[src/design/i2cmrt_pkg.sv]
package i2cmrt_pkg;

	localparam int BUF_DEPTH = 32;
	localparam int BUF_AW    = (BUF_DEPTH > 1) ? $clog2(BUF_DEPTH) : 1;

	localparam logic [7:0] ST_START      = 8'h08;
	localparam logic [7:0] ST_ADDR_W_ACK = 8'h18;
	localparam logic [7:0] ST_DATA_ACK   = 8'h28;
	localparam logic [7:0] ST_DATA_NACK  = 8'h30;
	localparam logic [7:0] ST_ADDR_R_ACK = 8'h40;
	localparam logic [7:0] ST_ADDR_R_NAK = 8'h48;

	typedef enum logic [1:0] {
		MODE_START  = 2'd0,
		MODE_STATUS = 2'd1,
		MODE_LOAD   = 2'd2
	} mode_t;

	typedef enum logic [1:0] {
		ACK_NONE  = 2'd0,
		ACK_SET   = 2'd1,
		ACK_CLEAR = 2'd2
	} ack_t;

	typedef enum logic [1:0] {
		REG_DIRECTION   = 2'd0,
		REG_DEVICE_ADDR = 2'd1,
		REG_REGISTER    = 2'd2,
		REG_LENGTH      = 2'd3
	} reg_idx_t;

	typedef struct packed {
		logic [1:0] mode;
		logic [7:0] status_code;
		logic [7:0] received_byte;
		logic [4:0] load_index;
		logic [7:0] load_byte;
	} in_item_t;

	typedef struct packed {
		logic       send_valid;
		logic [7:0] send_byte;
		logic       request_start;
		logic       request_stop;
		logic [1:0] ack_action;
		logic       store_valid;
		logic [4:0] store_index;
		logic [7:0] store_byte;
		logic       transfer_done;
	} out_item_t;

	typedef struct packed {
		logic [1:0] index;
		logic [7:0] wdata;
	} cfg_item_t;

	typedef struct packed {
		logic       direction;
		logic [7:0] device_addr_byte;
		logic [7:0] register_addr;
		logic [5:0] transfer_length;
	} cfg_t;

endpackage

[src/design/i2cmrt_in_if.sv]
interface i2cmrt_in_if;
	logic                 valid;
	logic                 ready;
	i2cmrt_pkg::in_item_t payload;

	modport source (output valid, output payload, input ready);
	modport sink (input valid, input payload, output ready);
endinterface

[src/design/i2cmrt_out_if.sv]
interface i2cmrt_out_if;
	logic                  valid;
	logic                  ready;
	i2cmrt_pkg::out_item_t payload;

	modport source (output valid, output payload, input ready);
	modport sink (input valid, input payload, output ready);
endinterface

[src/design/i2cmrt_cfg_if.sv]
interface i2cmrt_cfg_if;
	logic                  valid;
	logic                  ready;
	i2cmrt_pkg::cfg_item_t payload;

	modport source (output valid, output payload, input ready);
	modport sink (input valid, input payload, output ready);
endinterface

[src/design/i2c_master_register_transfer.sv]
// channel   role    carries
// req       sink    start, status event or buffer load
// rsp       source  one decision per request
// cfg       sink    register index and write data
//
// a request is held in an input register and decided once the result register is free,
// where the result and the new sequencer state are registered together
// one request per cycle sustained while rsp is not stalled
// arst_n clears the valid bits, the sequencer state and the config registers;
// the write buffer is not cleared
// a stalled result holds; one more request waits in the input register
module i2c_master_register_transfer (
	input  logic         clk,
	input  logic         arst_n,
	i2cmrt_in_if.sink    req,
	i2cmrt_out_if.source rsp,
	i2cmrt_cfg_if.sink   cfg
);

	i2cmrt_pkg::in_item_t          item_s1;
	logic                          valid_s1;
	i2cmrt_pkg::out_item_t         out_q;
	logic                          out_valid_q;
	i2cmrt_pkg::out_item_t         result;
	i2cmrt_pkg::cfg_t              regs;
	logic                          advance;
	logic [i2cmrt_pkg::BUF_AW-1:0] rd_index;
	logic [7:0]                    rd_byte;

	assign advance     = valid_s1 && (!out_valid_q || rsp.ready);
	assign req.ready   = !valid_s1 || advance;
	assign rsp.valid   = out_valid_q;
	assign rsp.payload = out_q;

	i2cmrt_cfg_regs u_cfg_regs (
		.clk    (clk),
		.arst_n (arst_n),
		.cfg    (cfg),
		.regs   (regs)
	);

	i2cmrt_wbuf u_wbuf (
		.clk      (clk),
		.wr_en    (advance && (item_s1.mode == i2cmrt_pkg::MODE_LOAD)),
		.wr_index (item_s1.load_index),
		.wr_byte  (item_s1.load_byte),
		.rd_index (rd_index),
		.rd_byte  (rd_byte)
	);

	i2cmrt_seq u_seq (
		.clk      (clk),
		.arst_n   (arst_n),
		.fire     (advance),
		.item     (item_s1),
		.regs     (regs),
		.rd_index (rd_index),
		.rd_byte  (rd_byte),
		.result   (result)
	);

	always_ff @(posedge clk or negedge arst_n) begin
		if (!arst_n) begin
			valid_s1    <= 1'b0;
			out_valid_q <= 1'b0;
		end else begin
			if (req.ready) begin
				valid_s1 <= req.valid;
			end
			if (advance) begin
				out_valid_q <= 1'b1;
			end else if (rsp.ready) begin
				out_valid_q <= 1'b0;
			end
		end
	end

	always_ff @(posedge clk) begin
		if (req.valid && req.ready) begin
			item_s1 <= req.payload;
		end
		if (advance) begin
			out_q <= result;
		end
	end

	a_advance_gives_result: assert property (@(posedge clk) disable iff (!arst_n)
		advance |=> rsp.valid)
		else $error("decided transaction did not reach the result register");

	a_empty_stage_ready: assert property (@(posedge clk) disable iff (!arst_n)
		!valid_s1 |-> req.ready)
		else $error("input stalled with an empty input register");

	a_send_store_exclusive: assert property (@(posedge clk) disable iff (!arst_n)
		rsp.valid |-> !(rsp.payload.send_valid && rsp.payload.store_valid))
		else $error("send and store in one result");

	a_start_stop_exclusive: assert property (@(posedge clk) disable iff (!arst_n)
		rsp.valid |-> !(rsp.payload.request_start && rsp.payload.request_stop))
		else $error("start and stop in one result");

	a_ack_clear_on_store: assert property (@(posedge clk) disable iff (!arst_n)
		(rsp.valid && rsp.payload.ack_action == i2cmrt_pkg::ACK_CLEAR)
		|-> rsp.payload.store_valid)
		else $error("acknowledge cleared without a stored byte");

endmodule

[src/design/i2cmrt_cfg_regs.sv]
module i2cmrt_cfg_regs (
	input  logic                  clk,
	input  logic                  arst_n,
	i2cmrt_cfg_if.sink            cfg,
	output i2cmrt_pkg::cfg_t      regs
);

	i2cmrt_pkg::cfg_t regs_q;

	assign cfg.ready = 1'b1;
	assign regs      = regs_q;

	always_ff @(posedge clk or negedge arst_n) begin
		if (!arst_n) begin
			regs_q <= '0;
		end else if (cfg.valid && cfg.ready) begin
			case (i2cmrt_pkg::reg_idx_t'(cfg.payload.index))
				i2cmrt_pkg::REG_DIRECTION:   regs_q.direction <= cfg.payload.wdata[0];
				i2cmrt_pkg::REG_DEVICE_ADDR: regs_q.device_addr_byte <= cfg.payload.wdata;
				i2cmrt_pkg::REG_REGISTER:    regs_q.register_addr <= cfg.payload.wdata;
				i2cmrt_pkg::REG_LENGTH:      regs_q.transfer_length <= cfg.payload.wdata[5:0];
				default: begin
				end
			endcase
		end
	end

endmodule

[src/design/i2cmrt_wbuf.sv]
module i2cmrt_wbuf (
	input  logic                          clk,
	input  logic                          wr_en,
	input  logic [4:0]                    wr_index,
	input  logic [7:0]                    wr_byte,
	input  logic [i2cmrt_pkg::BUF_AW-1:0] rd_index,
	output logic [7:0]                    rd_byte
);

	logic [7:0] mem_q [i2cmrt_pkg::BUF_DEPTH];
	logic       in_range;

	// loads beyond the buffer are dropped
	assign in_range = {4'd0, wr_index} < 9'(i2cmrt_pkg::BUF_DEPTH);
	assign rd_byte  = mem_q[rd_index];

	always_ff @(posedge clk) begin
		if (wr_en && in_range) begin
			mem_q[i2cmrt_pkg::BUF_AW'(wr_index)] <= wr_byte;
		end
	end

endmodule

[src/design/i2cmrt_seq.sv]
module i2cmrt_seq (
	input  logic                          clk,
	input  logic                          arst_n,
	input  logic                          fire,
	input  i2cmrt_pkg::in_item_t          item,
	input  i2cmrt_pkg::cfg_t              regs,
	output logic [i2cmrt_pkg::BUF_AW-1:0] rd_index,
	input  logic [7:0]                    rd_byte,
	output i2cmrt_pkg::out_item_t         result
);

	logic [5:0] byte_index_q;
	logic       read_phase_q;
	logic       done_q;
	logic [5:0] byte_index_d;
	logic       read_phase_d;
	logic       done_d;
	logic [5:0] index_inc;
	logic       at_end;
	logic       in_buf;

	assign rd_index  = i2cmrt_pkg::BUF_AW'(byte_index_q);
	assign index_inc = byte_index_q + 6'd1;
	assign at_end    = byte_index_q >= regs.transfer_length;
	assign in_buf    = {3'd0, byte_index_q} < 9'(i2cmrt_pkg::BUF_DEPTH);

	always_comb begin
		byte_index_d = byte_index_q;
		read_phase_d = read_phase_q;
		done_d       = done_q;
		result       = '0;
		case (item.mode)
			i2cmrt_pkg::MODE_START: begin
				done_d               = 1'b0;
				read_phase_d         = 1'b0;
				result.request_start = 1'b1;
			end
			i2cmrt_pkg::MODE_STATUS: begin
				if (!regs.direction) begin
					case (item.status_code)
						i2cmrt_pkg::ST_START: begin
							result.send_valid = 1'b1;
							result.send_byte  = regs.device_addr_byte;
						end
						i2cmrt_pkg::ST_ADDR_W_ACK: begin
							result.send_valid = 1'b1;
							result.send_byte  = regs.register_addr;
							byte_index_d      = '0;
						end
						i2cmrt_pkg::ST_DATA_ACK: begin
							if (at_end) begin
								result.request_stop = 1'b1;
								done_d              = 1'b1;
							end else begin
								result.send_valid = 1'b1;
								result.send_byte  = in_buf ? rd_byte : 8'd0;
								byte_index_d      = index_inc;
							end
						end
						default: begin
						end
					endcase
				end else begin
					case (item.status_code)
						i2cmrt_pkg::ST_START: begin
							result.send_valid = 1'b1;
							result.send_byte  = {regs.device_addr_byte[7:1],
								regs.device_addr_byte[0] | read_phase_q};
						end
						i2cmrt_pkg::ST_ADDR_W_ACK: begin
							result.send_valid = 1'b1;
							result.send_byte  = regs.register_addr;
						end
						i2cmrt_pkg::ST_DATA_ACK: begin
							if (!read_phase_q) begin
								result.request_start = 1'b1;
								read_phase_d         = 1'b1;
							end else if (at_end) begin
								result.request_stop = 1'b1;
								done_d              = 1'b1;
							end else begin
								result.store_valid = 1'b1;
								result.store_index = byte_index_q[4:0];
								result.store_byte  = item.received_byte;
								byte_index_d       = index_inc;
								result.ack_action  = (index_inc < regs.transfer_length) ?
									i2cmrt_pkg::ACK_SET : i2cmrt_pkg::ACK_CLEAR;
							end
						end
						i2cmrt_pkg::ST_DATA_NACK: begin
							if (read_phase_q && at_end) begin
								result.request_stop = 1'b1;
								done_d              = 1'b1;
							end
						end
						i2cmrt_pkg::ST_ADDR_R_ACK, i2cmrt_pkg::ST_ADDR_R_NAK: begin
							result.ack_action = i2cmrt_pkg::ACK_SET;
							byte_index_d      = '0;
						end
						default: begin
						end
					endcase
				end
			end
			default: begin
			end
		endcase
		result.transfer_done = done_d;
	end

	always_ff @(posedge clk or negedge arst_n) begin
		if (!arst_n) begin
			byte_index_q <= '0;
			read_phase_q <= 1'b0;
			done_q       <= 1'b0;
		end else if (fire) begin
			byte_index_q <= byte_index_d;
			read_phase_q <= read_phase_d;
			done_q       <= done_d;
		end
	end

endmodule

[src/flat_wrapper.sv]
// flat-port wrapper written by rule: the top's interface ports become plain ports
module i2c_master_register_transfer_flat 
  (clk, arst_n, req_valid, req_payload, req_ready, rsp_valid, rsp_payload, rsp_ready, cfg_valid, cfg_payload, cfg_ready);
  i2cmrt_in_if req_i ();
  i2cmrt_out_if rsp_i ();
  i2cmrt_cfg_if cfg_i ();
  input  logic clk;
  input  logic arst_n;
  input wire logic [$bits(req_i.valid)-1:0] req_valid;
  input wire logic [$bits(req_i.payload)-1:0] req_payload;
  output wire logic [$bits(req_i.ready)-1:0] req_ready;
  output wire logic [$bits(rsp_i.valid)-1:0] rsp_valid;
  output wire logic [$bits(rsp_i.payload)-1:0] rsp_payload;
  input wire logic [$bits(rsp_i.ready)-1:0] rsp_ready;
  input wire logic [$bits(cfg_i.valid)-1:0] cfg_valid;
  input wire logic [$bits(cfg_i.payload)-1:0] cfg_payload;
  output wire logic [$bits(cfg_i.ready)-1:0] cfg_ready;
  assign req_i.valid = req_valid;
  assign req_i.payload = req_payload;
  assign req_ready = req_i.ready;
  assign rsp_valid = rsp_i.valid;
  assign rsp_payload = rsp_i.payload;
  assign rsp_i.ready = rsp_ready;
  assign cfg_i.valid = cfg_valid;
  assign cfg_i.payload = cfg_payload;
  assign cfg_ready = cfg_i.ready;
  i2c_master_register_transfer u_core (.clk(clk), .arst_n(arst_n), .req(req_i), .rsp(rsp_i), .cfg(cfg_i));
endmodule
[config.mk]
export PLATFORM = sky130hd
export DESIGN_NAME = i2c_master_register_transfer_flat
export DESIGN_NICKNAME = d
export VERILOG_FILES = /design/src/design/i2cmrt_pkg.sv /design/src/design/i2cmrt_in_if.sv /design/src/design/i2cmrt_out_if.sv /design/src/design/i2cmrt_cfg_if.sv /design/src/design/i2c_master_register_transfer.sv /design/src/design/i2cmrt_cfg_regs.sv /design/src/design/i2cmrt_wbuf.sv /design/src/design/i2cmrt_seq.sv /design/src/flat_wrapper.sv
export SDC_FILE = /design/constraint.sdc
export NUM_CORES = 1
export LEC_CHECK = 0
export BUFFER_PORTS_ARGS = -buffer_cell sky130_fd_sc_hd__buf_2
export CORE_MARGIN = 5
export CORE_UTILIZATION = 25
export DETAILED_ROUTE_END_ITERATION = 6
export SLEW_MARGIN = 10
export SYNTH_ARGS = -nofsm -noshare
export SYNTH_HDL_FRONTEND = slang
export SYNTH_SLANG_ARGS = --single-unit
[constraint.sdc]
create_clock -name clk -period 3.6 [get_ports clk]
set_input_delay 0.9 -clock clk [delete_from_list [all_inputs] [get_ports clk]]
set_output_delay 0.9 -clock clk [all_outputs]
set_load 0.01 [all_outputs]
==> results.toml, run 1 <==
[clock_network]
htree_levels = 2
path_clk_slew_ns = 0.06
root_buffer = "clkbuf_16"
ctsHoldBuffers = 0
cts_tree = "done"
cts.path.max_buffers = 3
postCtsSetupBuffers = 0
cts_buffers = 36
cts_sinks = 348
cts_resized = 0
insertion_delay_ns = 0.54

[floorplanning]
core_area_um2 = 54900
num_rows = 86
die_y_um = 245
design.die.area_um2 = 60000
die_w_um = 245
initial_core_util_pct = 25.1
io_pins = 77

[cells_and_area]
drive_gt1_share_pct = 30.8
fillCellCount = 5347
multi_input_area_um2 = 3320
syn_to_final_growth_pct = 18.7
seqCellArea_um2 = 10300
nNetsFinal = 918
mostFrequentLayoutCells = "315 x edfxtp_1, 75 x buf_2, 64 x mux4_2, 58 x nor2_1, 36 x clkbuf_16"
finish.utilization_pct = 29.8
mostFrequentLayoutCell = "edfxtp_1"
diodes = 0

[routing]
ant_nets = 0
drc_errors = 0
drtPass1Iterations = 5
drtIter0Drc = 428
route.vias.total = 7105
totalWireLength_um = 30600
avgViaCountPerCell = 4.47
wl_per_cell_um = 19.3

[grt]
met3_usage_pct = 2.26
grt_pass1_vias = 7442
overflow = 0
top_usage_layer = "met2"
globalRouteMet2Util_pct = 16.7
met1_usage_pct = 13.6
grt_pass1_wl_um = 46900
grt_usage_pct = 10.1
grt_max_degree = 34
antenna_found_initial = 0

[yosys]
async_flop_share_pct = 9.48
syn_nets = 800
synth_edf_count = 315
syn_inst = 741
avgSynthCellArea_um2 = 18.6
syn-cell-area_um2 = 13800
synthFlopType = "edfxtp_1"
ys_seq_area_share_pct = 74.6
synth_cell_types = 50
synth_warnings = 0
ys_ff_latch = 348

[hold_path]
hold_class = "input pin to asynchronous set/reset pin"

[sta]
rsz0062_at_grt = "false"
period_share_pct = 75.0
setup_ws_ns = 0.899
slew_violations = 0
skew_ns = 0.0275
hold_violations = 0
fin_hold_ws_ns = 0.470
finalSetupViolCount = 0
slew_headroom_pct = 19.2
worstMarginPinSlew_ns = 1.21
finalSetupTns_ns = 0
period_needed_ns = 2.70
max_freq_mhz = 370

[power]
peakVddDrop_v = 0.000376
p_leak_nw = 5.52
power_density_nw_per_um2 = 539

[worst_setup_path]
end_kind = "flip-flop"
cp-start-kind = "flip-flop"
path_max_fanout = 19
critPathKind = "flip-flop to flip-flop"
arrival_ns = 3.14
worst_ep_required_time_ns = 4.04

[placed_design]
dpl_worst_slack_ns = 0.681
port_buffers = 75
hpwl_um = 20000
gp_congestion = 0.770

[run]
maxCapViolCount = 0

[status]
status = "finished, final reports clean"
==> through the flow <==
step	std cells	total power, W	instance area, um^2
finish	1588	0.00882	16400
floorplan	741	0.00502	13800
CTS	1587	0.00891	16400
detailed placement	1524	0.00524	15200
global placement	1524	0.00523	15200
global route	1588	0.00915	16400
==> cell type report <==
class,count,share of cell area [%]
Timing Repair Buffer,111,4.14
Inverter,10,0.229
Clock buffer,37,5.52
Tap cell,704,5.38
Clock inverter,26,1.61
Sequential cell,348,62.8
Multi-Input combinational cell,352,20.3
==> state kept, by name, summed over array words and instances (netlist names) <==
signal                     cells
u_core.item_s1                31
u_core.rsp.payload            28
u_core.rsp.valid               1
u_core.u_cfg_regs.regs        23
u_core.u_seq.byte_index_q      6
u_core.u_seq.done_q            1
u_core.u_seq.read_phase_q      1
u_core.u_wbuf.mem_q          256
u_core.valid_s1                1
==> power by group <==
group / switching (W) / total [W] / internal [W] / leakage, nW
Clock: 0.00153 / 0.00367 / 0.00214 / 0.574
Combinational: 0.000271 / 0.000520 / 0.000250 / 1.67
Sequential: 0.000108 / 0.00463 / 0.00452 / 3.28
==> cell usage after synthesis (all sizes together), types with 3 or more instances <==
cell | n | area, um^2
nor2b | 6 | 37.5
ha | 13 | 163
and2 | 14 | 87.6
o21ai | 16 | 80.1
nand2b | 12 | 75.1
xnor2 | 3 | 26.3
inv | 10 | 37.5
mux4 | 64 | 1440
edfxtp | 315 | 9460
nand3b | 8 | 60.1
buf | 24 | 123
mux2 | 32 | 360
xor2 | 7 | 61.3
dfrtp | 33 | 826
nand3 | 12 | 60.1
clkbuf | 7 | 26.3
nor2 | 58 | 218
a21oi | 7 | 35.0
o22ai | 25 | 156
nor4 | 3 | 25.0
nor3 | 3 | 15.0
and3 | 4 | 25.0
nand2 | 35 | 131
mux2i | 4 | 40.0
==> worst paths after layout <==
path	start	endpoint	slack, ns	cells past startpoint
worst max-delay path	u_core.u_seq.byte_index_q[0]$_DFFE_PN0P_	u_core.u_seq.done_q$_DFFE_PN0P_	0.90	8
worst min-delay path	arst_n	u_core.valid_s1$_DFFE_PN0N_	0.47	1
worst max register to register	u_core.u_seq.byte_index_q[0]$_DFFE_PN0P_	u_core.u_seq.done_q$_DFFE_PN0P_	0.90	8
worst min register to register	u_core.u_cfg_regs.regs[11]$_DFFE_PN0P_	u_core.u_cfg_regs.regs[11]$_DFFE_PN0P_	0.50	1
max in group asynchronous	arst_n	u_core.u_seq.byte_index_q[0]$_DFFE_PN0P_	2.54	1
min in group clk	u_core.u_cfg_regs.regs[11]$_DFFE_PN0P_	u_core.u_cfg_regs.regs[11]$_DFFE_PN0P_	0.50	1
==> worst max-delay path, stage by stage, from the launching register on <==
cell and delay, ns:
dfrtp_4 0.69, inv_1 0.17, ha_1 0.31, nor2b_1 0.04, o21ai_0 0.28, a221oi_2 0.11
buf_4 0.19, or4_1 0.63, o21ai_1 0.18
==> layer usage <==
layer  up-vias  share of wire (%)
met5         -                  0
met4         0                2.3
met3        44                5.3
met2       196                 48
met1      3684                 44
li1       3181                  -
==> cell families (layout without fill, tap and decap cells) <==
logic type,count (synthesis),count (layout),synth area share (%)
AO/OA/AOI/OAI,63,63,3.05
XOR/XNOR,10,10,0.635
adder cells (fa/ha/maj),13,13,1.18
buffers and inverters,41,184,1.35
flip-flops,348,348,74.6
multiplexers,100,100,13.4
other,1,1,0.0272
AND/OR/NAND/NOR,165,165,5.85
No activity file was read; power rests on OpenSTA's default activity.
==> run 2, diff against run 1 <==
--- a/config.mk
+++ b/config.mk
@@ -5,6 +5,7 @@
 export SDC_FILE = /design/constraint.sdc
 export NUM_CORES = 1
 export LEC_CHECK = 0
+export ABC_AREA = 1
 export BUFFER_PORTS_ARGS = -buffer_cell sky130_fd_sc_hd__buf_2
 export CORE_MARGIN = 5
 export CORE_UTILIZATION = 25
==> constraint.sdc (replaced) <==
create_clock -name clk -period 2.8 [get_ports clk]
set_input_delay 0.7 -clock clk [delete_from_list [all_inputs] [get_ports clk]]
set_output_delay 0.7 -clock clk [all_outputs]
set_load 0.01 [all_outputs]
==> run 2 against run 1 <==
Final area grew 6.8%. Global-route usage rose by 0.75 points. Core utilization fell by 0.19 points. Clock skew is 0.010 ns lower. Area after synthesis rose by 7.8%. Sequential power increased by 32%. Register-to-register slack got worse by 0.45 ns. Sequential share of layout area shrank 4.0 points. Highest routed layer unchanged.
==> results.toml, run 2 <==
[routing]
wl_per_cell_um = 16.2
totalWireLength_um = 35900
drtIter0Drc = 978
drc_errors = 0
route.vias.total = 9834
drtPass1Iterations = 6
avgViaCountPerCell = 4.45
ant_nets = 0

[sta]
worstMarginPinSlew_ns = 0.827
period_needed_ns = 2.35
skew_ns = 0.0172
slew_headroom_pct = 44.9
slew_violations = 0
finalSetupViolCount = 0
max_freq_mhz = 425
rsz0062_at_grt = "false"
hold_violations = 0
finalSetupTns_ns = 0
setup_ws_ns = 0.446
period_share_pct = 84.1

[status]
status = "finished, final reports clean"

[cells_and_area]
nNetsFinal = 1470
mostFrequentLayoutCells = "315 x edfxtp_1, 209 x nand2_1, 171 x nor2_1, 146 x nand3_1, 119 x inv_1"
top_register = "u_core.u_wbuf.mem_q"
fin_cells = 2211
largest_reg_flops = 256
syn_to_final_growth_pct = 17.7
drive_gt1_share_pct = 15.9
mostFrequentLayoutCell = "edfxtp_1"
diodes = 0

[floorplanning]
num_rows = 89
core_area_um2 = 59000
initial_core_util_pct = 25.2
die_y_um = 254
io_pins = 77
die_w_um = 254
design.die.area_um2 = 64400

[placed_design]
hpwl_um = 24000
port_buffers = 75
dpl_worst_slack_ns = 0.208
place_inst = 2145
gp_congestion = 0.861

[power]
seqPwrFrac_pct = 41.9
p_sw_w = 0.00480
internal_power_w = 0.00981
p_leak_nw = 6.63
comb_power_share_pct = 27.0
switching_share_pct = 32.9
peakVddDrop_v = 0.000549
clock_power_share_pct = 31.1
power_density_nw_per_um2 = 835

[clock_network]
cts.path.max_buffers = 3
cts_sinks = 348
path_clk_slew_ns = 0.06
cts_resized = 0
cts_tree = "done"
postCtsSetupBuffers = 0
insertion_delay_ns = 0.52
root_buffer = "clkbuf_16"
ctsHoldBuffers = 0
cts_buffers = 37
htree_levels = 2

[hold_path]
hold_class = "input pin to asynchronous set/reset pin"

[yosys]
synthFlopType = "edfxtp_1"
yosysTopAreaCell = "edfxtp_1"
syn_inst = 1296
ys_top_cells_by_count = "315 x edfxtp_1, 209 x nand2_1, 171 x nor2_1"
synth_warnings = 0
synth_cell_types = 40
syn_nets = 1355
syn-cell-area_um2 = 14900
yosysMostFrequentCell = "edfxtp_1"
async_flop_share_pct = 9.48
ys_top_cells_by_area = "edfxtp_1 64%, dfrtp_1 5.6%, nand2_1 5.3%"
synth_top_area_share_pct = 63.6
avgSynthCellArea_um2 = 11.5
ys_ff_latch = 348
ys_seq_area_share_pct = 69.2
synth_edf_count = 315

[grt]
top_usage_layer = "met2"
grt_usage_pct = 10.9
met1_usage_pct = 15.0
globalRouteMet2Util_pct = 17.4
grt_pass1_vias = 9756
met3_usage_pct = 1.86
antenna_found_initial = 0
overflow = 0
grt_max_degree = 90
grt_pass1_wl_um = 55700

[worst_setup_path]
worst_ep_required_time_ns = 3.05
end_kind = "flip-flop"
cp-start-kind = "flip-flop"
reg2regPathDepth = 9
ff2ff_setup_slack_ns = 0.45
r2r-end = "u_core.rsp.payload[16]$_SDFFCE_PN0P_"
reg2reg_from = "u_core.u_seq.byte_index_q[1]$_DFFE_PN0P_"
path_max_fanout = 8
critPathKind = "flip-flop to flip-flop"
arrival_ns = 2.60

[run]
maxCapViolCount = 0
==> run 2: cell count changes after synthesis, moves of 18 or more <==
cell      delta
nand2_1    +174
o211ai_1    +49
o21ai_1     +18
o21ai_0     +59
nor2_1     +113
inv_1      +111
o22ai_1     -25
mux2_2      -32
nand3_1    +134
buf_2       +24
mux4_2      -64
==> run 2: worst max-delay path: stages, from the launching register on <==
cell and delay (ns):
dfrtp_1 0.62, nand3_1 0.19, nor3_2 0.18, xor2_1 0.23
inv_1 0.07, ha_1 0.29, a21oi_1 0.13, o21ai_0 0.09
a21oi_1 0.20, nor2_1 0.08
==> run 2: metrics by stage <==
step                hold WS [ns]  cell area (um^2)  power (W)  utilization [%]
global route               0.298             17500     0.0154             29.7
CTS                        0.266             17500     0.0147             29.7
global placement           0.467             16400     0.0101             27.8
detailed placement         0.473             16400     0.0102             27.8
finish                     0.267             17500     0.0146             29.7
floorplan                  0.404             14900    0.00897                -
==> run 2: kinds of logic after synthesis <==
| family | after synthesis | share of synthesized area, % |
|---|---|---|
| flip-flops | 348 | 69.2 |
| buffers and inverters | 196 | 5.77 |
| XOR/XNOR | 4 | 0.236 |
| AND/OR/NAND/NOR | 563 | 17.0 |
| adder cells (fa/ha/maj) | 13 | 1.09 |
| other | 1 | 0.0252 |
| AO/OA/AOI/OAI | 171 | 6.71 |
==> run 2: final cells by class <==
type,count,area (um^2)
Inverter,132,507
Clock inverter,17,133
Sequential cell,348,10300
Tap cell,773,967
Timing Repair Buffer,140,901
Clock buffer,49,981
Fill cell,6009,41500
Multi-Input combinational cell,752,3720
==> run 2: worst max-delay path by stage <==
stage                                                        start  cells past startpoint                              endpoint  slack [ns]
after floorplan                                          rsp_ready                      8  u_core.u_wbuf.mem_q[10][0]$_DFFE_PP_        0.20
after global placement                                   rsp_ready                     10   u_core.u_wbuf.mem_q[8][7]$_DFFE_PP_        0.15
after detailed placement                                 rsp_ready                     10  u_core.u_wbuf.mem_q[26][6]$_DFFE_PP_        0.21
after CTS                 u_core.u_seq.byte_index_q[1]$_DFFE_PN0P_                      9  u_core.rsp.payload[16]$_SDFFCE_PN0P_        0.45
after global routing      u_core.u_seq.byte_index_q[1]$_DFFE_PN0P_                      9  u_core.rsp.payload[16]$_SDFFCE_PN0P_        0.22
final                     u_core.u_seq.byte_index_q[1]$_DFFE_PN0P_                      9  u_core.rsp.payload[16]$_SDFFCE_PN0P_        0.45
==> run 2: routing by layer <==
metal  up-vias  share of wire (%)
met5         -                  0
met4         0                3.4
met3        90                6.0
met2       351                 46
met1      4689                 45
li1       4704                  -
==> run 2: power by group through the flow <==
stage	clock network, W	logic (W)	registers [W]
after floorplan	0	0.00282	0.00615
after global placement	0	0.00386	0.00623
after detailed placement	0	0.00392	0.00623
after CTS	0.00467	0.00394	0.00613
after global routing	0.00489	0.00437	0.00615
final	0.00454	0.00394	0.00612
